[config.mk]
export PLATFORM = sky130hd
export DESIGN_NAME = fvg_front
export DESIGN_NICKNAME = d
export VERILOG_FILES = /design/src/fvg_pkg.sv /design/src/fvg_front.sv
export SDC_FILE = /design/constraint.sdc
export NUM_CORES = 1
export LEC_CHECK = 0
export BUFFER_PORTS_ARGS = -buffer_cell sky130_fd_sc_hd__buf_2
export CAP_MARGIN = 5
export CELL_PAD_IN_SITES_DETAIL_PLACEMENT = 1
export CELL_PAD_IN_SITES_GLOBAL_PLACEMENT = 1
export CORE_UTILIZATION = 35
export CTS_CLUSTER_SIZE = 10
export DETAILED_ROUTE_END_ITERATION = 7
export GPL_TIMING_DRIVEN = 0
export PLACE_DENSITY_LB_ADDON = 0.1
export SYNTH_ARGS = -nofsm -noshare
export SYNTH_HDL_FRONTEND = slang
export SYNTH_SLANG_ARGS = --single-unit
[constraint.sdc]
create_clock -name clk -period 5.9 [get_ports clk]
set_input_delay 1.18 -clock clk [delete_from_list [all_inputs] [get_ports clk]]
set_output_delay 1.18 -clock clk [all_outputs]
set_load 0.005 [all_outputs]
[src/fvg_pkg.sv]
// Package: shared types, constants and status codes for the FAT volume geometry unit.
`default_nettype none
package fvg_pkg;

    localparam logic [1:0] ST_OK          = 2'd0;
    localparam logic [1:0] ST_CORRUPT     = 2'd1;
    localparam logic [1:0] ST_UNSUPPORTED = 2'd2;

    localparam logic [1:0] TYPE_FAT12 = 2'd0;
    localparam logic [1:0] TYPE_FAT16 = 2'd1;
    localparam logic [1:0] TYPE_FAT32 = 2'd2;

    localparam logic [31:0] FAT16_MIN   = 32'd4085;
    localparam logic [31:0] FAT32_MIN   = 32'd65525;
    localparam logic [31:0] ROOT_MASK   = 32'h0fff_ffff;
    localparam int          QUO_BITS    = 32;

    typedef struct packed {
        logic [15:0] sector_bytes;
        logic [7:0]  cluster_sectors_raw;
        logic [15:0] reserved_raw;
        logic [7:0]  table_copies;
        logic [15:0] root_entry_count;
        logic [15:0] total_short;
        logic [31:0] total_long;
        logic [15:0] table_size_short;
        logic [31:0] table_size_long;
        logic [31:0] root_cluster_raw;
    } fvg_in_t;

    typedef struct packed {
        logic [1:0]  status;
        logic [1:0]  volume_type;
        logic [8:0]  cluster_size;
        logic [31:0] table_start;
        logic [31:0] table_length;
        logic [31:0] root_base;
        logic [31:0] data_base;
        logic [31:0] vol_sectors;
        logic [31:0] clus_total;
        logic [27:0] root_clus;
        logic        layout_sixteen;
        logic        layout_thirtytwo;
    } fvg_out_t;

    // Layout carried from the front end to the divider and back end.
    typedef struct packed {
        logic        bad;
        logic [8:0]  csize;
        logic [31:0] reserved;
        logic [31:0] tab;
        logic [31:0] root_base;
        logic [31:0] data_base;
        logic [31:0] total;
        logic [27:0] root_clus;
        logic        l16;
        logic        l32;
        logic [1:0]  req;
    } fvg_geo_t;

endpackage
`default_nettype wire

[src/fvg_front.sv]
// Front end: scaling, overflow checks and layout sums in three stages.
`default_nettype none
module fvg_front
    import fvg_pkg::*;
(
    input  wire logic     clk,
    input  wire logic     rst_n,
    input  wire logic     en,
    input  wire logic     in_valid,
    input  wire fvg_in_t  in_data,
    input  wire logic [1:0] req,
    output logic          out_valid,
    output fvg_geo_t      out_geo
);

    // stage A: select and scale, 33-bit to catch overflow
    logic        a_v_reg;
    logic        a_bad_reg;
    logic [32:0] a_total_reg, a_res_reg, a_tab_reg;
    logic [7:0]  a_copies_reg;
    logic [8:0]  a_csize_reg;
    logic [12:0] a_rsec_reg;
    logic [27:0] a_rc_reg;
    logic        a_l16_reg, a_l32_reg;
    logic [1:0]  a_req_reg;

    logic        a_bad_next;
    logic [32:0] a_total_next, a_res_next, a_tab_next;
    logic [31:0] sel_total, sel_tab;
    logic        s1, s2;

    always_comb
    begin
        s1 = in_data.sector_bytes == 16'd512;
        s2 = in_data.sector_bytes == 16'd1024;
        sel_total = (in_data.total_short != 16'd0) ? {16'd0, in_data.total_short}
                                                   : in_data.total_long;
        sel_tab = (in_data.table_size_short != 16'd0) ? {16'd0, in_data.table_size_short}
                                                      : in_data.table_size_long;
        a_total_next = s2 ? {sel_total, 1'b0} : {1'b0, sel_total};
        a_tab_next   = s2 ? {sel_tab, 1'b0} : {1'b0, sel_tab};
        a_res_next   = s2 ? {16'd0, in_data.reserved_raw, 1'b0}
                          : {17'd0, in_data.reserved_raw};
        a_bad_next = !(s1 || s2) || in_data.cluster_sectors_raw == 8'd0
            || in_data.reserved_raw == 16'd0 || in_data.table_copies == 8'd0
            || sel_tab == 32'd0 || sel_total == 32'd0
            || a_total_next[32] || a_tab_next[32];
    end

    always_ff @(posedge clk or negedge rst_n)
    begin
        if (!rst_n)
            a_v_reg <= 1'b0;
        else if (en)
            a_v_reg <= in_valid;
    end

    always_ff @(posedge clk)
    begin
        if (en)
        begin
            a_bad_reg    <= a_bad_next;
            a_total_reg  <= a_total_next;
            a_res_reg    <= a_res_next;
            a_tab_reg    <= a_tab_next;
            a_copies_reg <= in_data.table_copies;
            a_csize_reg  <= s2 ? {in_data.cluster_sectors_raw, 1'b0}
                               : {1'b0, in_data.cluster_sectors_raw};
            // root sectors reach 4096 for a full entry count
            a_rsec_reg   <= 13'((({6'd0, in_data.root_entry_count} << 5) + 22'd511) >> 9);
            a_rc_reg     <= in_data.root_cluster_raw[27:0];
            a_l16_reg    <= in_data.table_size_short != 16'd0
                            && in_data.root_entry_count != 16'd0;
            a_l32_reg    <= in_data.table_size_short == 16'd0
                            && in_data.table_size_long != 32'd0
                            && in_data.root_entry_count == 16'd0;
            a_req_reg    <= req;
        end
    end

    // stage B: table area = tab * copies (32x8 multiply)
    logic        b_v_reg;
    fvg_geo_t    b_geo_reg;
    logic [39:0] b_area_reg;
    logic [12:0] b_rsec_reg;

    always_ff @(posedge clk or negedge rst_n)
    begin
        if (!rst_n)
            b_v_reg <= 1'b0;
        else if (en)
            b_v_reg <= a_v_reg;
    end

    always_ff @(posedge clk)
    begin
        if (en)
        begin
            b_area_reg <= a_tab_reg[31:0] * a_copies_reg;
            b_rsec_reg <= a_rsec_reg;
            b_geo_reg  <= '{bad: a_bad_reg, csize: a_csize_reg,
                            reserved: a_res_reg[31:0], tab: a_tab_reg[31:0],
                            root_base: 32'd0, data_base: 32'd0,
                            total: a_total_reg[31:0], root_clus: a_rc_reg,
                            l16: a_l16_reg, l32: a_l32_reg, req: a_req_reg};
        end
    end

    // stage C: root start, data start, their overflow checks and the no-data-area check
    logic [40:0] rs_wide;
    logic [41:0] ds_wide;
    fvg_geo_t    c_geo_next;

    always_comb
    begin
        rs_wide = {9'd0, b_geo_reg.reserved} + {1'b0, b_area_reg};
        ds_wide = {1'b0, rs_wide} + {29'd0, b_rsec_reg};
        c_geo_next = b_geo_reg;
        c_geo_next.root_base = rs_wide[31:0];
        c_geo_next.data_base = ds_wide[31:0];
        c_geo_next.bad = b_geo_reg.bad || (rs_wide[40:32] != 9'd0)
            || (ds_wide[41:32] != 10'd0) || (ds_wide[31:0] >= b_geo_reg.total);
    end

    always_ff @(posedge clk or negedge rst_n)
    begin
        if (!rst_n)
            out_valid <= 1'b0;
        else if (en)
            out_valid <= b_v_reg;
    end

    always_ff @(posedge clk)
    begin
        if (en)
            out_geo <= c_geo_next;
    end

endmodule
`default_nettype wire

Word level (Yosys, flattened, before mapping):

Cells that the tools add are included.

* bits in registers: 510
* word-level logic and storage cells: 83

* add/sub/neg operators: 3
* $mul: 1
* $lt $le $gt $ge: 1
* equal/unequal tests: 2
* muxes and demuxes: 6
* reduce and logical (&&, ||, !) cells: 28

Operator list (count)
* 33-bit 2-to-1 mux: 2
* 32-bit logical NOT: 2
* 32-bit 2-to-1 mux: 2
* 16-bit logical NOT: 3
* 16-bit nonzero test: 3
* 41-bit by 13-bit adder with 42-bit output: 1
* 17-bit by 40-bit adder with 41-bit output: 1
* 32-bit by 8-bit multiplier with 40-bit output: 1
* 32-bit greater-or-equal comparator: 1
* 32-bit nonzero test: 1
* 21-bit by 9-bit adder with 22-bit output, second input constant: 1
* 16-bit by 10-bit == test with 1-bit output, second input constant: 1
* 16-bit by 11-bit == test with 1-bit output, second input constant: 1
* 8-bit logical NOT: 2
* 16-bit 2-to-1 mux: 1
* 1-bit logical OR: 11
* 10-bit nonzero test: 1
* 9-bit nonzero test: 1
* 8-bit 2-to-1 mux: 1
* 1-bit logical AND: 3
* 1-bit logical NOT: 1

Longest topological paths before layout:

Gate-level depths: netlist (run 1).

* depth in word-level cells: 10
* gate-level depth with buffers: 27
* depth with buffers taken out: 27

Worst setup path before layout (run 1):

No wires, ideal clock.

* path type: reg-to-reg
* start: register a_copies_reg[7]
* end: register b_area_reg[20] (data pin)
* arrival: 4.961 ns
* setup slack: 0.680 ns
* stages on the path, launching flop included: 19
* path buffers: 1
* clock period less this slack: 5.220 ns
* cell sequence: edfxtp_1 -> clkbuf_1 -> nand2_1 -> fa_1 -> inv_1 -> fa_1 -> fa_1 -> fa_1 -> ha_1 -> a211oi_1 -> o211ai_1 -> a31o_2 -> a21o_1 -> a21oi_1 -> o21ai_0 -> o41a_1 -> a21o_1 -> a21oi_1 -> xnor2_1

* word-level cells in the longest chain between the ends: 1

RTL lines
* from (decl): line fvg_front.sv:20 `logic [7:0] a_copies_reg;`
* from (signal assigned): line fvg_front.sv:66 `a_copies_reg <= in_data.table_copies;`
* 32-bit by 8-bit multiplier with 40-bit output: line fvg_front.sv:99 `b_area_reg <= a_tab_reg[31:0] * a_copies_reg;`
* to (signal assigned): line fvg_front.sv:99
* to (decl): line fvg_front.sv:84 `logic [39:0] b_area_reg;`

No other way between the ends.
A chain may end at the register's enable or synchronous reset.

Final worst setup path (run 1):

* start: register a_copies_reg[6]
* end: register b_area_reg[39] (data pin)

Same word-level chain as after synthesis.

==> results.toml, run 1 <==
[synth]
synth_xor_area_share_pct = 3.25
synth_top_family_by_area = "adder cells"
synth_enable_flop_cells = 507
synth_seq_area_share_pct = 54.3
synthFlopType = "edfxtp_1"
synthArstFlopShare_pct = 0.588
ys_warn_count = 0
synth_area_sq_um = 28200
ys_ff_latch = 510
synth-simple-area-share_pct = 12.0
synthAdderAreaFrac_pct = 18.3
synth.distinct_cells = 84
synthCells = 2232
avgSynthCellArea_sq_um = 12.6
synth.area.mux_share_pct = 1.38
synth_compound_area_share_pct = 6.33

[global_route]
antenna_found_initial = 2
grt_pass1_wl_microns = 116000
grt_overflow = 0
grt_pass1_vias = 19760
grt_usage_pct = 18.6
grt_max_degree = 121

[pwr]
leakagePower_nw = 14.0
power_density_nw_per_um2 = 484
vdd_drop_max_uv = 242
power_mw = 16.3

[clock_network]
h-tree-depth = 2
cts_buffer_depth = 3
tritoncts = "yes"
clockRootBuffer = "clkbuf_16"
postCtsHoldBufs = 0
cts_inserted_buffers = 60
cts.sinks = 510
clk_transition_reported_paths_ns = 0.05
clk_latency_ns = 0.64

[cells_and_area]
ff_latch_area_sq_um = 15300
largest_reg_flops = 187
syn_to_final_growth_pct = 19.6
multi_input_comb_area_sq_um = 11900
layoutNonFillerInstCount = 3794
fin_nets = 3209
fill_cells = 8518
layout-drive-gt1-share_pct = 20.6
final_util_pct = 42.5

[drt]
ant_nets = 0
drc_errors = 0
via_per_inst = 4.84
firstDrtPassIters = 4
drtIter0Drc = 831
wirelength_microns = 76500
wl_per_cell_microns = 20.2
vias = 18370

[critical_path]
worst_setup_path_start_kind = "flop"
crit_fanout = 10
critPathMaxStageDelay_ns = 0.54
critPathMostFrequentCell = "fa_1"
crit_type = "reg2reg"
required_ns = 6.28
path_cells = "clkbuf_4, nand2_1, fa_1, inv_1, fa_1, fa_1, fa_1, ha_1, and4_1, nand3_1, o41a_1, a31o_2, o211a_1, o21bai_1, a21oi_1, xnor2_1"
crit_path_end_kind = "flop"
arrival_ns = 6.05
critPathSlowestCell = "fa_1"

[timing]
fmax_ghz = 0.176
period_share_pct = 96.1
clock_skew_ns = 0.0350
tns_ns = 0
worst_pin_slew_ns = 1.32
final-hold-violation-count = 0
hold_ws_ns = 0.338
relSlewSlack_pct = 11.8
setup_viol = 0
final.min_clock_period_ns = 5.67
drv_slew = 0

[placement]
port_buffers = 381
place_inst = 3681
gp_congestion = 0.827
hpwl_microns = 60200

[die]
row_count = 103
chipWidth_microns = 286
start_util_pct = 35.5
ios = 401
die_y_microns = 286
core_sq_um = 79300
die_area_sq_um = 81600

[outcome]
status = "completed"

[min_path]
hold_class = "in2async"

[run]
cap_violations = 0
-- cell type report --
cell class | instances | share of cell area [%]
buffer | 70 | 1.10
clock inverter | 12 | 0.501
clock buffer | 85 | 4.82
timing repair buffer | 400 | 6.35
sequential | 510 | 45.4
tap | 1050 | 3.90
multi-input combinational | 1427 | 35.2
antenna | 2 | 0.0149
inverter | 238 | 2.65
-- what timing repair did --
action                                  CTS  global route
pin swaps                                 0            12
endpoints found under the setup margin   12             8
setup buffers                             3            12
resized for setup                        23            50
-- layout by cell type (no fill, tap or decap), types with 23 or more instances in the layout --
cell,synthesis,final
nor2_1,68,66
clkbuf_1,47,51
xor2_1,31,30
nand2_1,329,329
nand4_1,26,26
nand3_1,23,23
buf_2,2,385
buf_4,15,30
a21o_1,25,25
ha_1,122,118
edfxtp_1,507,507
mux2i_1,34,34
fa_1,182,181
a21oi_1,127,122
o21ai_0,36,33
clkbuf_16,0,60
xnor2_1,66,63
and2_1,118,118
inv_1,238,238
nor4_1,39,39
-- through the flow --
stage	setup WS (ns)	instance area, sq um
2_1_floorplan	0.680	28200
3_3_place_gp	-4.68	31400
3_5_place_dp	-0.655	31600
4_1_cts	-0.120	33500
5_1_grt	-0.0244	33700
6_report	0.231	33700
-- cell families after synthesis --
family                     count (synthesis)
buffers and inverters                    309
xor gates and xnor gates                 101
and+or+nand+nor                          693
AOI/OAI and AO/OA                        276
DFF                                      510
muxes                                     38
adders and majority gates                304
other                                      1
-- synth_stat cells (23+ instances only) --
master	count	area, sq um
mux2i_1	34	340
a21o_1	25	188
o21ai_0	36	180
nor2_1	68	255
inv_1	238	893
fa_1	182	3640
nor4_1	39	244
ha_1	122	1530
xnor2_1	66	578
xor2_1	31	272
nand3_1	23	115
nand2_1	329	1230
and2_1	118	738
nand4_1	26	163
edfxtp_1	507	15200
a21oi_1	127	636
clkbuf_1	47	176
-- critical path: cells and delay by family, from the launching register on --
kind,cells,cell delay (ns)
compound gates,5,1.30
xor+xnor,1,0.13
fa+ha+maj,5,2.53
buf+inv,2,0.35
flops,1,0.53
simple gates,3,0.59
-- where the power goes --
group	switching [mW]	total, mW	internal, mW
sequential	0.305	5.24	4.94
combinational	4.40	7.63	3.23
clock	1.44	3.43	1.99
-- worst paths after layout --
kind | from | end | slack (ns) | cells past startpoint
max | a_copies_reg[6] | b_area_reg[39] | 0.23 | 16
max reg2reg | a_copies_reg[6] | b_area_reg[39] | 0.23 | 16
min in group clk | a_res_reg[7] | b_geo_reg[167] | 0.39 | 0
min | rst_n | out_valid | 0.34 | 1
min reg2reg | a_res_reg[7] | b_geo_reg[167] | 0.39 | 0
max in group asynchronous | rst_n | b_v_reg | 5.45 | 1
-- per-layer routing --
layer  routed length, microns  vias to the layer above  GRT usage [%]
met2                    37100                      396           31.7
met4                     1560                        0           4.85
met3                     3370                       86           3.02
met1                    34400                     9207           24.4
met5                        0                        -              0
li1                         -                     8681              -
No activity file was read; power rests on OpenSTA's default activity.
==> run 2, diff against run 1 <==
- CORE_MARGIN: default -> 2
==> results.toml, run 2 (synthesis results as in run 1) <==
[drt]
via_per_inst = 4.85
drt-met1-wl_microns = 34300
firstDrtPassIters = 5
drtIter0Drc = 805
drc_errors = 0
wirelength_microns = 76700
vias = 18415
wl_per_cell_microns = 20.2
highest_layer = "met4"
ant_nets = 0
routed-wl-met2_microns = 37000
wl_met3_microns = 3490

[critical_path]
arrival_ns = 6.04
critPathMostFrequentCell = "fa_1"
crit_fanout = 10
crit_path_end_kind = "flop"
worst_setup_path_start_kind = "flop"
path_cells = "buf_4, nand2_1, fa_1, inv_1, fa_1, fa_1, fa_1, ha_1, a211oi_1, o211ai_1, a31o_2, a21o_1, a21oi_2, o21ai_0, o41a_1, a21o_1, a21oi_1, xnor2_1"
critPathMaxStageDelay_ns = 0.55
crit_family = "adder cells"
required_ns = 6.28
path_buf_inv = 2
crit_type = "reg2reg"
critPathSlowestCell = "fa_1"

[placement]
hpwl_microns = 60200
gp_congestion = 0.859
place_inst = 3691
port_buffers = 381

[clock_network]
cts_inserted_buffers = 60
postCtsHoldBufs = 0
cts.sinks = 510
h-tree-depth = 2
cts_buffer_depth = 3
clk_latency_ns = 0.63
tritoncts = "yes"
clk_transition_reported_paths_ns = 0.06
clockRootBuffer = "clkbuf_16"

[die]
core_sq_um = 80200
die_y_microns = 288
die_area_sq_um = 82800
start_util_pct = 35.1
chipWidth_microns = 288
row_count = 104
ios = 401

[cells_and_area]
syn_to_final_growth_pct = 19.3
fin_nets = 3206
final_cell_mix = "edfxtp_1, buf_2, nand2_1"
largest_reg_flops = 187
layoutNonFillerInstCount = 3797
layout-drive-gt1-share_pct = 20.5
mostFrequentLayoutCell = "edfxtp_1"

[pwr]
power_mw = 16.2
power_density_nw_per_um2 = 481
vdd_drop_max_uv = 270
leakagePower_nw = 14.0

[timing]
final.min_clock_period_ns = 5.66
drv_slew = 0
worst_pin_slew_ns = 1.17
tns_ns = 0
rsz0062_at_grt = "yes"
final-hold-violation-count = 0
fmax_ghz = 0.177
relSlewSlack_pct = 22.2
period_share_pct = 95.9
clock_skew_ns = 0.0369
setup_viol = 0

[global_route]
grt_usage_pct = 18.3
grt_overflow = 0
antenna_found_initial = 4
grt_pass1_wl_microns = 116000
grt_max_degree = 126
grt_pass1_vias = 19737

[min_path]
hold_class = "in2async"

[run]
cap_violations = 0

[outcome]
status = "completed"
## run 2: changes by cell type in the layout (fill, tap and decap cells not counted), sizes merged
cell    before  now
bufinv       2    0
clkinv       9   14
clkbuf     127  120
buf        428  426
diode        2    1
## run 2: path summary, 6_finish.rpt
check                                start             end  slack, ns  depth (start not counted)
max                        a_copies_reg[7]  b_area_reg[20]       0.24                         18
min                                  rst_n         b_v_reg       0.35                          1
max reg2reg                a_copies_reg[7]  b_area_reg[20]       0.24                         18
min reg2reg                  a_res_reg[10]  b_geo_reg[170]       0.40                          0
max in group asynchronous            rst_n       out_valid       5.44                          1
min in group clk             a_res_reg[10]  b_geo_reg[170]       0.40                          0
## run 2: power breakdown
group | internal [mW] | switching [mW] | leakage, nW
Sequential | 4.94 | 0.298 | 4.99
Clock | 1.85 | 1.44 | 0.822
Combinational | 3.23 | 4.41 | 8.14
## run 2: cell type report
class	count	area (sq um)
tap	1060	1330
clock inverter	15	125
timing repair buffer	398	2130
sequential	510	15300
fill	8561	46600
antenna	1	2.50
multi-input combinational	1427	11900
buffer	69	360
clock buffer	79	1570
inverter	238	893
## run 2: what timing repair did
action,4_1_cts,5_1_grt
endpoints found under the setup margin,13,9
buffers inserted,3,9
endpoints found under the hold margin,0,0
cloned,0,0
resized for setup,28,45
pin swaps,0,11
## run 2: per-stage QoR
stage	setup slack, ns	cell area [sq um]	hold WS, ns	util [%]
3_5_place_dp	-0.659	31600	0.405	39.4
3_3_place_gp	-4.62	31500	0.400	39.2
4_1_cts	0.00420	33400	0.295	41.7
6_report	0.240	33600	0.346	41.9
5_1_grt	-0.0404	33600	0.310	41.9
2_1_floorplan	0.680	28200	0.400	-
## run 2: per-layer routing
layer	vias up	track usage (%)
met3	96	2.63
li1	8682	-
met1	9219	24.4
met5	-	0
met2	418	31.2
met4	0	5.08
==> run 3, diff against run 2 <==
- PLACE_DENSITY: default -> 0.67
- PLACE_DENSITY_LB_ADDON: 0.1 -> default
==> results.toml, run 3 (synthesis results as in run 1) <==
[outcome]
status = "completed"

[cells_and_area]
diodes = 0
multi_input_comb_area_sq_um = 11900
final_cell_mix = "edfxtp_1, buf_2, nand2_1"
fill_cells = 8638
fin_nets = 3217
largest_reg_flops = 187
final_util_pct = 42.0
ff_latch_area_sq_um = 15300
syn_to_final_growth_pct = 19.5
finalInstanceArea_sq_um = 33700
mostFrequentLayoutCell = "edfxtp_1"
layout-drive-gt1-share_pct = 21.1

[clock_network]
h-tree-depth = 2
tritoncts = "yes"
clk_latency_ns = 0.63
cts.sinks = 510
clk_transition_reported_paths_ns = 0.05
cts_inserted_buffers = 59
cts_buffer_depth = 3
postCtsHoldBufs = 0
clockRootBuffer = "clkbuf_16"

[die]
row_count = 104
start_util_pct = 35.1
ios = 401
chipWidth_microns = 288
die_y_microns = 288
die_area_sq_um = 82800
core_sq_um = 80200

[critical_path]
crit_path_end_kind = "flop"
path_buf_inv = 2
path_cells = "clkbuf_4, nand2_1, fa_1, fa_1, inv_1, fa_1, fa_1, ha_1, o21a_1, o31a_1, o221a_2, a21oi_2, o41a_1, a31o_2, o211a_1, o21bai_1, a21oi_1, xnor2_1"
crit_family = "adder cells"
crit_fanout = 10
critPathSlowestCell = "fa_1"
crit_type = "reg2reg"
r2r_slack_ns = 0.22
worst_setup_path_start_kind = "flop"
required_ns = 6.24
arrival_ns = 6.02
critPathMostFrequentCell = "fa_1"
critPathMaxStageDelay_ns = 0.54

[pwr]
power_mw = 16.3
leakagePower_nw = 14.0
vdd_drop_max_uv = 316
power_density_nw_per_um2 = 485

[min_path]
hold_class = "in2async"

[drt]
via_per_inst = 4.94
firstDrtPassIters = 5
wirelength_microns = 79600
ant_nets = 0
highest_layer = "met4"
wl_met3_microns = 3550
drc_errors = 0
vias = 18787
drt-met1-wl_microns = 33400
drtIter0Drc = 953
wl_per_cell_microns = 20.9
routed-wl-met2_microns = 40200

[timing]
period_share_pct = 96.3
relSlewSlack_pct = 20.6
rsz0062_at_grt = "yes"
setup_viol = 0
fmax_ghz = 0.176
worst_pin_slew_ns = 1.19
clock_skew_ns = 0.0378
drv_slew = 0
tns_ns = 0
final.min_clock_period_ns = 5.68
final-hold-violation-count = 0

[placement]
gp_congestion = 0.897
hpwl_microns = 62400
port_buffers = 381
post_dp_cell_area_sq_um = 31600

[global_route]
grt_pass1_vias = 20752
grt_pass1_wl_microns = 121000
grt_overflow = 0
grt_max_degree = 133
antenna_found_initial = 1
grt_usage_pct = 19.2

[run]
cap_violations = 0
-- run 3: report_power, final --
part           switching, mW  internal, mW
Combinational           4.59          3.30
Sequential             0.282          4.93
Clock                   1.40          1.82
Total                   6.27          10.1
-- run 3: metal layers --
layer,vias up,global-route usage [%]
li1,8688,-
met5,-,0
met2,464,34.4
met1,9516,23.7
met3,119,2.62
met4,0,6.23
-- run 3: final cells by class --
class / count / area share [%]
timing repair buffer: 410 / 6.58
sequential: 510 / 45.4
inverter: 238 / 2.65
clock buffer: 76 / 4.60
multi-input combinational: 1427 / 35.3
clock inverter: 12 / 0.312
buffer: 69 / 1.16
tap: 1060 / 3.94
-- run 3: path summary, 6_finish.rpt --
| check | startpoint | to | cells past startpoint |
|---|---|---|---|
| min in group clk | b_geo_reg[140] | out_geo[140] | 0 |
| hold / removal | rst_n | b_v_reg | 1 |
| setup reg to reg | a_copies_reg[4] | b_area_reg[39] | 18 |
| max in group asynchronous | rst_n | a_v_reg | 1 |
| hold reg to reg | b_geo_reg[140] | out_geo[140] | 0 |
| setup / recovery | a_copies_reg[4] | b_area_reg[39] | 18 |
-- run 3: repair_timing --
action                                  4_1_cts  5_1_grt
setup buffers                                 8       16
resized for setup                            34       60
endpoints found under the hold margin         0        0
pin swaps                                     4       18
endpoints found under the setup margin       13        6
-- run 3: per-stage QoR --
stage	cells	worst slack [ns]	hold WS [ns]
2_1_floorplan	2246	0.680	0.400
3_3_place_gp	3687	-4.26	0.401
3_5_place_dp	3691	-0.739	0.405
4_1_cts	3786	-0.00198	0.295
5_1_grt	3802	-0.159	0.310
6_report	3802	0.219	0.341
