--- src/fvg_pkg.sv ---
// Package: shared types, constants and status codes for the FAT volume geometry unit.
`default_nettype none
package fvg_pkg;

    localparam logic [1:0] ST_OK          = 2'd0;
    localparam logic [1:0] ST_CORRUPT     = 2'd1;
    localparam logic [1:0] ST_UNSUPPORTED = 2'd2;

    localparam logic [1:0] TYPE_FAT12 = 2'd0;
    localparam logic [1:0] TYPE_FAT16 = 2'd1;
    localparam logic [1:0] TYPE_FAT32 = 2'd2;

    localparam logic [31:0] FAT16_MIN   = 32'd4085;
    localparam logic [31:0] FAT32_MIN   = 32'd65525;
    localparam logic [31:0] ROOT_MASK   = 32'h0fff_ffff;
    localparam int          QUO_BITS    = 32;

    typedef struct packed {
        logic [15:0] sector_bytes;
        logic [7:0]  cluster_sectors_raw;
        logic [15:0] reserved_raw;
        logic [7:0]  table_copies;
        logic [15:0] root_entry_count;
        logic [15:0] total_short;
        logic [31:0] total_long;
        logic [15:0] table_size_short;
        logic [31:0] table_size_long;
        logic [31:0] root_cluster_raw;
    } fvg_in_t;

    typedef struct packed {
        logic [1:0]  status;
        logic [1:0]  volume_type;
        logic [8:0]  cluster_size;
        logic [31:0] table_start;
        logic [31:0] table_length;
        logic [31:0] root_base;
        logic [31:0] data_base;
        logic [31:0] vol_sectors;
        logic [31:0] clus_total;
        logic [27:0] root_clus;
        logic        layout_sixteen;
        logic        layout_thirtytwo;
    } fvg_out_t;

    // Layout carried from the front end to the divider and back end.
    typedef struct packed {
        logic        bad;
        logic [8:0]  csize;
        logic [31:0] reserved;
        logic [31:0] tab;
        logic [31:0] root_base;
        logic [31:0] data_base;
        logic [31:0] total;
        logic [27:0] root_clus;
        logic        l16;
        logic        l32;
        logic [1:0]  req;
    } fvg_geo_t;

endpackage
`default_nettype wire

--- src/fvg_back.sv ---
// Back end: type class, FAT32 checks, required type match, result register.
`default_nettype none
module fvg_back
    import fvg_pkg::*;
(
    input  wire logic     clk,
    input  wire logic     rst_n,
    input  wire logic     en,
    input  wire logic     in_valid,
    input  wire fvg_geo_t in_geo,
    input  wire logic [31:0] in_count,
    output logic          out_valid,
    output fvg_out_t      out_data
);

    logic [1:0]  typ;
    logic        corrupt, unsup;
    fvg_out_t    res;

    always_comb
    begin
        typ = (in_count < FAT16_MIN) ? TYPE_FAT12
            : (in_count < FAT32_MIN) ? TYPE_FAT16 : TYPE_FAT32;
        corrupt = in_geo.bad || (typ == TYPE_FAT32 && (!in_geo.l32
            || in_geo.root_clus < 28'd2
            || {5'd0, in_geo.root_clus} >= {1'b0, in_count} + 33'd2));
        unsup = typ != in_geo.req || (in_geo.req == TYPE_FAT16 && !in_geo.l16)
            || (in_geo.req == TYPE_FAT32 && !in_geo.l32);
        res = '0;
        if (corrupt)
            res.status = ST_CORRUPT;
        else if (unsup)
            res.status = ST_UNSUPPORTED;
        else
        begin
            res.status           = ST_OK;
            res.volume_type      = typ;
            res.cluster_size     = in_geo.csize;
            res.table_start      = in_geo.reserved;
            res.table_length     = in_geo.tab;
            res.root_base        = in_geo.root_base;
            res.data_base        = in_geo.data_base;
            res.vol_sectors      = in_geo.total;
            res.clus_total       = in_count;
            res.root_clus        = in_geo.root_clus;
            res.layout_sixteen   = in_geo.l16;
            res.layout_thirtytwo = in_geo.l32;
        end
    end

    always_ff @(posedge clk or negedge rst_n)
    begin
        if (!rst_n)
            out_valid <= 1'b0;
        else if (en)
            out_valid <= in_valid;
    end

    always_ff @(posedge clk)
    begin
        if (en)
            out_data <= res;
    end

`ifndef ASSERT_OFF
    a_zero_unless_ok: assert property (@(posedge clk) disable iff (!rst_n)
        out_valid && out_data.status != ST_OK |-> out_data.vol_sectors == 32'd0
            && out_data.cluster_size == 9'd0)
        else $error("non-ok result carries layout");
    a_ok_has_data: assert property (@(posedge clk) disable iff (!rst_n)
        out_valid && out_data.status == ST_OK |-> out_data.data_base
            < out_data.vol_sectors)
        else $error("ok result without data area");
    a_fat32_root: assert property (@(posedge clk) disable iff (!rst_n)
        out_valid && out_data.status == ST_OK && out_data.volume_type == TYPE_FAT32
            |-> out_data.root_clus >= 28'd2 && out_data.layout_thirtytwo)
        else $error("bad FAT32 root accepted");
`endif

endmodule
`default_nettype wire

--- config.mk ---
export PLATFORM = sky130hd
export DESIGN_NAME = fvg_back
export DESIGN_NICKNAME = d
export VERILOG_FILES = /design/src/fvg_pkg.sv /design/src/fvg_back.sv
export SDC_FILE = /design/constraint.sdc
export NUM_CORES = 1
export LEC_CHECK = 0
export BUFFER_PORTS_ARGS = -buffer_cell sky130_fd_sc_hd__buf_2
export CAP_MARGIN = 20
export CORE_AREA = 2 2 186 188
export CTS_CLUSTER_DIAMETER = 40
export DETAILED_ROUTE_END_ITERATION = 8
export DIE_AREA = 0 0 188 190
export PLACE_DENSITY_LB_ADDON = 0.05
export SLEW_MARGIN = 5
export SYNTH_ARGS = -nofsm -noshare
export SYNTH_HDL_FRONTEND = slang
export SYNTH_SLANG_ARGS = --single-unit
--- constraint.sdc ---
create_clock -name clk -period 0.8 [get_ports clk]
set_input_delay 0.12 -clock clk [delete_from_list [all_inputs] [get_ports clk]]
set_output_delay 0.12 -clock clk [all_outputs]
set_load 0.05 [all_outputs]
# --- After elaboration in Yosys (flattened, before gate mapping) ---
# Index checks and enable logic that the tools add are counted.
word_totals:
  output_inout_bits: 236
  ff_bits: 236
op_classes:
  addsub: 1
  mux: 3
  eq_ne: 4
  n_reduce_logical: 11
  magnitude_cmp: 4
op_table:
  columns: ["operator", "count"]
  rows:
  - ["adder 32 x 2 -> 33 bit, second input constant", 1]
  - [">= comparator 28 x 33 -> 1 bit", 1]
  - ["less-than comparator 32 x 12 -> 1 bit, second input constant", 1]
  - ["less-than comparator 32 x 16 -> 1 bit, second input constant", 1]
  - ["less-than comparator 28 x 2 -> 1 bit, second input constant", 1]
  - ["two-way mux 2 bit", 3]
  - ["logical OR 1 bit", 5]
  - ["equality test 2 bit, second input constant", 2]
  - ["logical AND 1 bit", 3]
  - ["equality test 2 x 1 -> 1 bit, second input constant", 1]
  - ["logical NOT 1 bit", 2]
  - ["!= test 2 bit", 1]
  - ["OR reduction 2 bit", 1]

# --- Depth between registers and ports, before layout ---
# Gate-level depths: netlist of run 1.
logic_depth:
  ltp_word: 7
  mapped_depth: 16
  mapped_depth_nobuf: 14

# --- Least setup slack after synthesis of run 1 ---
# No wires, ideal clock.
synth_path:
  kind: "input to register"
  start: "input in_count[1]"
  end: "register out_data[173] (netlist name), data pin"
  path_slack_ps: -2161
  cell_stages: 13
  t_arrival_ps: 2686
  t_required_ps: 525
  setup_ps: 275
  path_buffers: 2
  path_cell_list: "ha_1 > nand4_1 > nor3_1 > nand2_1 > nor4_1 > xnor2_1 > ha_1 > nand3_1 > a221o_1 > o21ai_2 > buf_2 > buf_2 > a211oi_1"
synth_via:
  elab_chain_cells: 7
  word_cells_on_any_way: 14
synth_lines:
  columns: ["element", "line", "source"]
  rows:
  - ["start, declared", "fvg_back.sv:11", "input wire logic [31:0] in_count,"]
  - ["branches (longest 6 deep; another with adder 32 x 2 -> 33 bit)", null, null]
  - ["OR reduction 2 bit (no line) *", null, null]
  - ["end signal, assigned", "fvg_back.sv:62", "out_data <= res;"]
  - ["end, declared", "fvg_back.sv:13", "output fvg_out_t out_data"]
# Every way passes the cells marked *.
# A chain may end at the register's enable or synchronous reset.

# --- Worst setup path in the final report of run 1 ---
layout_path:
  start: "input in_count[1]"
  end: "register out_data[219] (netlist name), data pin"
# The elaborated chain is that of the path after synthesis.

==> flow_metrics.tcl, run 1 <==
set metrics [dict create \
    status "finished, violations left" \
    failed_checks "setup timing" \
    port_buffers 473 \
    grt_start_max_net_pins 38 \
    p_leak_nw 9.470 \
    worst_path_max_delay_cell "sky130_fd_sc_hd__o21ai_4" \
    clk_pin_slew_ps 50 \
    grt_util_overall_pct 21.90 \
    setup.reg_to_reg.worst_slack_ps 20 \
    place_congestion 0.8019 \
    design.final.nets 2066 \
    route.detailed.drc 0 \
    post_synth_instance_area_mm2 0.01133 \
    cp-end-kind "register" \
    ys_seq_area_share_pct 62.49 \
    yosys_warnings 0 \
    clock_tree.buffer_depth 3 \
    fillers 2477 \
    maxSlewHeadroom_pct 64.77 \
    cts_made_buffers 41 \
    synth_flop_cell "sky130_fd_sc_hd__edfxtp_1" \
    drv_cap 0 \
    cp.arrival_ps 2940 \
    clk-insertion-delay-late_ps 520 \
    cts_root_buf "sky130_fd_sc_hd__clkbuf_16" \
    end_of_the_worst_hold_path "out_data[12]" \
    boundaryPins 474 \
    final_util_pct 66.54 \
    yosys-top-cells-area "sky130_fd_sc_hd__edfxtp_1, sky130_fd_sc_hd__a211oi_1, sky130_fd_sc_hd__inv_1" \
    grt_pass1_wl_um 60880 \
    count_of_buffer_and_inverter_cells_on_the_critical_path 7 \
    final.min_clock_period_ps 2681 \
    finalWorstSetupSlack_ps -1881 \
    drt-initial-drc-count 594 \
    die_area_mm2 0.03572 \
    core.rowCount 68 \
    syn-instance-count 956 \
    yosys.area.top_type "sky130_fd_sc_hd__edfxtp_1" \
    mappedNetlistNets 1223 \
    ant_nets 0 \
    worst_r2r_endpoint "out_valid" \
    setup.worst_path.class "input port to register" \
    report.final.slew_viol_count 0 \
    grt_pass1_vias 11010 \
    count_of_different_cell_masters_after_synthesis 41 \
    yosysTopAreaCellShare_pct 62.27 \
    min_path_type "input port to register" \
    critical-path-top-delay-family "buffers and inverters" \
    dpl.hpwl_um 29080 \
    cts_htree_levels 2 \
    post-synth-top-count-cell "sky130_fd_sc_hd__edfxtp_1" \
    critical_path_peak_fanout 7 \
    post_synth.cell_area_avg_um2 11.85 \
    routed_via_density 4.750 \
    wl_per_cell_um 18.31 \
    critical_path_launch_point_type "input port" \
    fin_total_pwr_mw 41.04 \
    flow.area_growth_from_synthesis_pct 99.32 \
    die_w_um 188 \
    antenna_found_initial 8 \
    worst-slew-pin-transition_ps 524.5 \
    number_of_flops_mapped_to_enable_cells_by_yosys 235 \
    crit_path_cell_trace "buf_8, nand3_4, nor4_4, buf_4, buf_6, nand3_4, xnor2_2, ha_1, buf_4, nand4_1, nor2_2, o311ai_2, and3_1, o21ai_4, buf_12, buf_6, buf_12, a211oi_2" \
    timing.hold.worst_path_depth 2 \
    critPathRequiredTime_ps 1060 \
    ys_ff_latch 236 \
    crit_cells 18 \
    worst_clock_skew_ps 0 \
    detail_route.wirelength_um 42000 \
    asyncSetResetFlopFracSynth_pct 0.4237 \
    vdd.ir_drop.worst_uv 1391 \
    hold_start "en" \
    cts_num_sinks 236 \
    slowest_cell_delay_on_critical_path_ps 330 \
    grt_setup_unrepaired "yes" \
    grt_remaining_overflow 0 \
    netlist_top_cells_count "sky130_fd_sc_hd__edfxtp_1, sky130_fd_sc_hd__a211oi_1, sky130_fd_sc_hd__inv_1, sky130_fd_sc_hd__clkbuf_1, sky130_fd_sc_hd__ha_1" \
    r2r.worst_path.cells 1 \
    finish_stage_setup_viols 471 \
    dr_total_vias 10900 \
    drive_gt1_share_pct 54.56 \
    regToRegStartpoint "out_valid" \
    tritoncts "built" \
    final_hold_viol_count 0 \
    drt_pass1_iterations 4 \
    initial_core_util_pct 33.38 \
    fin_crit_sh_pct 335.1 \
    coreArea_mm2 0.03395 \
    cellPowerDensity_mw_per_mm2 1817 \
    fmaxAchievable_mhz 373.0 \
    dieHeight_um 190 \
]
cell type report:
type	count	area, µm²	share of cell area, %
repair buffers	876	8392	37.15
flip-flops and latches	236	7083	31.36
multi-input cells	415	4253	18.83
clock buffers	44	1059	4.686
inverters	229	859.6	3.805
well taps	455	569.3	2.520
clock inverters	31	354.1	1.568
diodes	8	20.02	0.08862
timing repair:
item / CTS / global route
hold buffers: 175 / 0
buffers inserted: 14 / 8
endpoints found under the hold margin: 173 / 0
pin swaps: 25 / 53
setup endpoints to repair: 471 / 471
gates resized for setup: 536 / 135
cloned: 6 / 5
registers in the layout (all words and copies together), names as in the netlist:
signal     cells
out_data     235
out_valid      1
power by group:
part | internal (mW) | switching [mW]
clock network | 11.4 | 6.39
registers | 14.3 | 0.353
logic | 3.70 | 4.91
total | 29.4 | 11.7
cell usage in the layout, fill, tap and decap left out, types with 11 or more instances in the layout:
| cell type | n |
|---|---|
| sky130_fd_sc_hd__buf_6 | 249 |
| sky130_fd_sc_hd__edfxtp_1 | 235 |
| sky130_fd_sc_hd__inv_1 | 226 |
| sky130_fd_sc_hd__buf_2 | 222 |
| sky130_fd_sc_hd__a211oi_2 | 183 |
| sky130_fd_sc_hd__dlygate4sd3_1 | 175 |
| sky130_fd_sc_hd__buf_4 | 152 |
| sky130_fd_sc_hd__buf_12 | 61 |
| sky130_fd_sc_hd__clkbuf_16 | 46 |
| sky130_fd_sc_hd__a211oi_1 | 44 |
| sky130_fd_sc_hd__ha_1 | 28 |
| sky130_fd_sc_hd__xnor2_1 | 25 |
| sky130_fd_sc_hd__nand4_1 | 13 |
| sky130_fd_sc_hd__nand2_1 | 11 |
through the flow:
step / instance area [µm²] / worst slack [ps] / std cells / TNS, ps / hold WS (ps)
6_report: 22590 / -1881 / 2294 / -518000 / 18.35
3_5_place_dp: 16580 / -2593 / 2005 / -607430 / -104.0
3_3_place_gp: 16580 / -2591 / 2005 / -608280 / -105.2
4_1_cts: 21800 / -1886 / 2275 / -518300 / 2.441
5_1_grt: 22570 / -2073 / 2287 / -557200 / 1.586
2_1_floorplan: 11830 / -1962 / 956 / -446910 / -175.6
how the worst max path moves through the flow:
| stage | startpoint | end |
|---|---|---|
| 2_1_floorplan | in_count[1] | out_data[222] |
| 4_1_cts | in_count[7] | out_data[177] |
| 6_report | in_count[1] | out_data[219] |
| 5_1_grt | in_count[13] | out_data[96] |
| 3_5_place_dp | in_count[13] | out_data[204] |
| 3_3_place_gp | in_count[12] | out_data[72] |
routing by layer:
metal | vias up | wire length, µm | global-route usage (%)
met5 | - | 25 | 0
met4 | 4 | 1797 | 9.691
met3 | 98 | 2744 | 6.032
met2 | 387 | 21160 | 38.36
met1 | 5207 | 16270 | 25.01
li1 | 5201 | - | -
logic make-up (layout without fill, tap and decap cells):
kind of cell	Yosys count	count (layout)	share of synthesized area [%]
other cells	0	8	0
xor+xnor	26	26	2.009
mux	1	1	0.09935
compound gates	260	260	16.87
fa+ha+maj	29	29	3.202
flops	236	236	62.49
simple gates	99	99	4.869
buf+inv	305	1180	10.47
No activity file was read; power rests on OpenSTA's default activity.
==> inputs of run 2 (changes only) <==
- CTS_BUF_LIST: not set -> sky130_fd_sc_hd__clkbuf_2 sky130_fd_sc_hd__clkbuf_4 sky130_fd_sc_hd__clkbuf_8
- RECOVER_POWER: not set -> 25
==> run 2 against run 1 <==
Against the previous run: the flow still finishes with violations (setup timing); register-to-register slack barely moved; utilization fell by 6.0 points; non-clock buffer count fell by 4; largest power group is now sequential cells.
==> flow_metrics.tcl, run 2 (synthesis results as in run 1) <==
set metrics [dict create \
    status "finished, violations left" \
    failed_checks "setup timing" \
    largest_register_ffs 235 \
    grt_util_overall_pct 21.20 \
    final.min_clock_period_ps 2773 \
    dr_total_vias 10760 \
    fmaxAchievable_mhz 360.6 \
    cp-end-kind "register" \
    cellPowerDensity_mw_per_mm2 1680 \
    dieHeight_um 190 \
    coreArea_mm2 0.03395 \
    critical-path-top-delay-family "simple AND/OR/NAND/NOR gates" \
    initial_core_util_pct 33.38 \
    maxSlewHeadroom_pct 63.76 \
    slowest_cell_delay_on_critical_path_ps 380 \
    dpl.hpwl_um 29080 \
    finalWorstSetupSlack_ps -1973 \
    mostFrequentLayoutCell "sky130_fd_sc_hd__buf_2" \
    worst-slew-pin-transition_ps 539.4 \
    design.final.nets 2066 \
    hold_start "in_count[7]" \
    grt_pass1_vias 10750 \
    flow.area_growth_from_synthesis_pct 81.47 \
    cts_num_sinks 236 \
    routed_via_density 4.696 \
    cts_root_buf "sky130_fd_sc_hd__clkbuf_8" \
    tns_ps -578400 \
    worst_path_max_delay_cell "sky130_fd_sc_hd__nor4_4" \
    leading_registers_by_flop_count "out_data (235), out_valid (1)" \
    ant_nets 0 \
    count_of_buffer_and_inverter_cells_on_the_critical_path 4 \
    final_hold_viol_count 0 \
    cts_made_buffers 45 \
    boundaryPins 474 \
    port_buffers 473 \
    grt_pass1_wl_um 58770 \
    critPathRequiredTime_ps 1090 \
    finalHoldWorstSlack_ps 49.80 \
    setup.worst_path.class "input port to register" \
    wl_per_cell_um 17.77 \
    grt_start_max_net_pins 38 \
    fillers 2798 \
    die_w_um 188 \
    cts_htree_levels 2 \
    die_area_mm2 0.03572 \
    regToRegStartpoint "out_valid" \
    finish_stage_setup_viols 557 \
    detail_route.wirelength_um 40710 \
    antenna_found_initial 9 \
    worst_clock_skew_ps 0 \
    route.detailed.drc 0 \
    drt-initial-drc-count 469 \
    most-common-layout-cells "sky130_fd_sc_hd__buf_2, sky130_fd_sc_hd__edfxtp_1, sky130_fd_sc_hd__inv_1, sky130_fd_sc_hd__a211oi_2, sky130_fd_sc_hd__dlygate4sd3_1" \
    tritoncts "built" \
    clk-insertion-delay-late_ps 560 \
    register_with_the_most_flip_flops "out_data" \
    core.rowCount 68 \
    drv_cap 0 \
    min_path_type "input port to register" \
    critical_path_launch_point_type "input port" \
    timing.critical_path.from "in_count[7]" \
    grt_setup_unrepaired "yes" \
    clk_pin_slew_ps 60 \
    number_of_placed_instances_taps_included 2005 \
    report.final.slew_viol_count 0 \
    crit_path_cell_trace "buf_8, nand4_4, nor4_4, and2_4, buf_4, nand2_2, xnor2_1, ha_1, nand4_1, nor2_2, o311ai_2, and3_1, o21ai_4, buf_12, buf_16, a211oi_2" \
    vdd.ir_drop.worst_uv 1066 \
    drive_gt1_share_pct 54.73 \
    place_congestion 0.8019 \
    layout.cells.non_filler 2291 \
    p_leak_nw 8.689 \
    critical_path_peak_fanout 19 \
    cp.arrival_ps 3060 \
    fin_crit_sh_pct 346.7 \
    clock_tree.buffer_depth 3 \
    grt_remaining_overflow 0 \
    drt_pass1_iterations 4 \
]
==> run 2: per-stage QoR <==
step | power, mW | area [µm²] | worst slack, ps | utilization [%]
floorplan | 18.39 | 11830 | -1962 | -
global placement | 21.25 | 16580 | -2591 | 48.85
detailed placement | 21.27 | 16580 | -2593 | 48.85
CTS | 34.62 | 19790 | -1859 | 58.31
global route | 35.88 | 20550 | -2106 | 60.53
finish | 34.55 | 20570 | -1973 | 60.59
==> run 2: power by group <==
group	switching [mW]	internal, mW
combinational	4.89	2.85
sequential	0.195	14.3
clock	5.09	7.25
==> run 2: worst paths after layout <==
check	depth (start not counted)	slack [ps]	endpoint
hold reg to reg	1	520	out_valid
setup reg to reg	1	30	out_valid
hold / removal	4	50	out_data[37]
min in group asynchronous	3	390	out_valid
max in group asynchronous	3	300	out_valid
setup / recovery	16	-1970	out_data[164]
==> run 2: what timing repair did <==
item	4_1_cts	5_1_grt
pin swaps	19	73
endpoints found under the setup margin	471	557
hold buffers	179	0
endpoints found under the hold margin	187	0
buffers inserted	10	5
cloned	5	6
gates resized for setup	68	143
==> run 2: layout make-up <==
cell class	count	area [µm²]	share of cell area (%)
Timing Repair Buffer	872	6804	33.08
Sequential cell	236	7083	34.44
Clock buffer	60	738.2	3.589
Inverter	229	859.6	4.179
Multi-Input combinational cell	415	4318	20.99
Clock inverter	15	172.7	0.8395
Tap cell	455	569.3	2.768
Antenna cell	9	22.52	0.1095
==> run 2: per-layer routing <==
metal	track usage [%]	vias up	wire length, µm
li1	-	5171	-
met4	9.328	4	1560
met2	36.76	363	20260
met5	0	-	25
met3	5.700	84	2691
met1	24.65	5137	16170
==> inputs of run 3 (changes only) <==
- SKIP_LAST_GASP: not set -> 1
==> run 3 against run 2 <==
Against the previous run: the flow still finishes with violations (setup timing); register-to-register slack barely moved; power rose by 2.1%; cell count fell by 0.17%; first-iteration DRC count rose by 0.21%; clock skew did not move; sequential power barely moved; non-clock buffer count fell by 4.
==> flow_metrics.tcl, run 3 (synthesis results as in run 1) <==
set metrics [dict create \
    critical-path-top-delay-family "simple AND/OR/NAND/NOR gates" \
    routed_via_density 4.687 \
    antenna_found_initial 9 \
    count_of_buffer_and_inverter_cells_on_the_critical_path 3 \
    ant_nets 0 \
    slowest_cell_delay_on_critical_path_ps 370 \
    swShare_pct 28.85 \
    place_congestion 0.8019 \
    critical_path_peak_fanout 9 \
    vdd.ir_drop.worst_uv 1107 \
    die_area_mm2 0.03572 \
    pwr-share-seq_pct 41.6 \
    final.min_clock_period_ps 2739 \
    cts_made_buffers 45 \
    worst_path_max_delay_cell "sky130_fd_sc_hd__nor4_4" \
    critPathRequiredTime_ps 1160 \
    mostFrequentLayoutCell "sky130_fd_sc_hd__buf_6" \
    drt_pass1_iterations 4 \
    finish_stage_setup_viols 557 \
    tritoncts "built" \
    seqCellArea_mm2 0.007083 \
    report.final.slew_viol_count 0 \
    cellPowerDensity_mw_per_mm2 1654 \
    core.rowCount 68 \
    tns_ps -558100 \
    clock_power_share_pct 34.9 \
    dr_total_vias 10720 \
    cts_root_buf "sky130_fd_sc_hd__clkbuf_8" \
    drive_gt1_share_pct 49.04 \
    fin_crit_sh_pct 342.4 \
    final_hold_viol_count 0 \
    clk-insertion-delay-late_ps 560 \
    coreArea_mm2 0.03395 \
    drt-initial-drc-count 470 \
    grt_pass1_vias 10740 \
    cp.arrival_ps 3100 \
    register_with_the_most_flip_flops "out_data" \
    grt_setup_unrepaired "yes" \
    worst_clock_skew_ps 0 \
    most-common-layout-cells "sky130_fd_sc_hd__buf_6, sky130_fd_sc_hd__edfxtp_1, sky130_fd_sc_hd__inv_1, sky130_fd_sc_hd__buf_2, sky130_fd_sc_hd__dlygate4sd3_1" \
    multi_input_comb_area_mm2 0.003779 \
    regToRegStartpoint "out_valid" \
    boundaryPins 474 \
    worst_r2r_endpoint "out_valid" \
    cts_num_sinks 236 \
    worst-slew-pin-transition_ps 527.0 \
    grt_util_overall_pct 21.17 \
    route.detailed.drc 0 \
    grt_remaining_overflow 0 \
    leading_registers_by_flop_count "out_data (235), out_valid (1)" \
    wl_per_cell_um 18.02 \
    min_path_type "input port to register" \
    finalWorstSetupSlack_ps -1939 \
    critical_path_launch_point_type "input port" \
    die_w_um 188 \
    initial_core_util_pct 33.38 \
    hold_start "in_count[7]" \
    layout.cells.non_filler 2287 \
    cp-end-kind "register" \
    design.final.nets 2062 \
    internal_power_mw 25.10 \
    failed_checks "setup timing" \
    dpl.hpwl_um 29080 \
    timing.hold.worst_path_depth 4 \
    cts_htree_levels 2 \
    dieHeight_um 190 \
    setup.worst_path.class "input port to register" \
    grt_pass1_wl_um 58680 \
    grt_start_max_net_pins 38 \
    flow.area_growth_from_synthesis_pct 88.17 \
    clock_tree.buffer_depth 3 \
    p_leak_nw 9.059 \
    port_buffers 473 \
    drv_cap 0 \
    fillers 2669 \
    crit_path_cell_trace "buf_8, nand4_4, nor4_4, and2_4, nand4_1, xnor2_1, ha_1, a21o_1, a21oi_2, nor4bb_2, and3_1, o21ai_4, buf_12, clkbuf_16, a211oi_1" \
    clk_pin_slew_ps 50 \
    fmaxAchievable_mhz 365.0 \
    p_switching_mw 10.18 \
    status "finished, violations left" \
    detail_route.wirelength_um 41210 \
    maxSlewHeadroom_pct 64.60 \
    end_of_the_worst_hold_path "out_data[37]" \
    number_of_placed_instances_taps_included 2005 \
    pre_cts_slack_ps -2593 \
    r2r.worst_path.cells 1 \
    largest_register_ffs 235 \
    comb_power_share_pct 23.5 \
    setup.reg_to_reg.worst_slack_ps 20 \
]
[run 3: timing repair]
item	CTS	global route
hold buffers	179	1
pin swaps	18	24
gates resized for setup	57	726
endpoints found under the hold margin	187	11
gates cloned	5	2
setup endpoints to repair	471	557
setup buffers	10	6
[run 3: metrics by stage]
step / total power, mW / hold slack, ps / utilization [%] / area [µm²]
6_report: 35.28 / 50.63 / 62.82 / 21330
5_1_grt: 36.61 / 25.09 / 62.77 / 21310
4_1_cts: 34.61 / 1.781 / 58.15 / 19740
3_5_place_dp: 21.27 / -104.0 / 48.85 / 16580
3_3_place_gp: 21.25 / -105.2 / 48.85 / 16580
2_1_floorplan: 18.39 / -175.6 / - / 11830
[run 3: routing by layer]
layer / GRT usage, % / vias to the layer above / wire length (µm)
li1: - / 5183 / -
met1: 24.62 / 5088 / 15980
met2: 36.80 / 367 / 21030
met3: 5.682 / 77 / 2765
met4: 9.116 / 4 / 1416
met5: 0 / - / 25
[run 3: layout make-up]
cell class	instances	share of cell area, %
Timing Repair Buffer	868	37.99
Inverter	229	4.031
Tap cell	455	2.670
Antenna cell	9	0.1056
Multi-Input combinational cell	415	17.72
Clock buffer	60	3.462
Sequential cell	236	33.21
Clock inverter	15	0.8097
[run 3: tightest hold or removal path, cell delays in order]
cell	delay [ps]
sky130_fd_sc_hd__buf_8	100
sky130_fd_sc_hd__buf_4	130
sky130_fd_sc_hd__inv_1	40
sky130_fd_sc_hd__a211oi_1	40
[run 3: worst max-delay path by stage]
stage	endpoint	start	slack, ps	cells after the start
6_report	out_data[208]	in_count[7]	-1940	15
5_1_grt	out_data[151]	in_count[7]	-2090	15
4_1_cts	out_data[182]	in_count[7]	-1860	16
3_5_place_dp	out_data[204]	in_count[13]	-2590	15
3_3_place_gp	out_data[72]	in_count[12]	-2590	15
2_1_floorplan	out_data[222]	in_count[1]	-1960	15
[run 3: power by group through the flow]
stage	sequential, mW	combinational [mW]	clock [mW]
2_1_floorplan	17.3	1.13	0
3_3_place_gp	14.7	6.53	0
3_5_place_dp	14.7	6.54	0
4_1_cts	14.5	7.49	12.6
5_1_grt	14.7	8.71	13.2
6_report	14.7	8.30	12.3
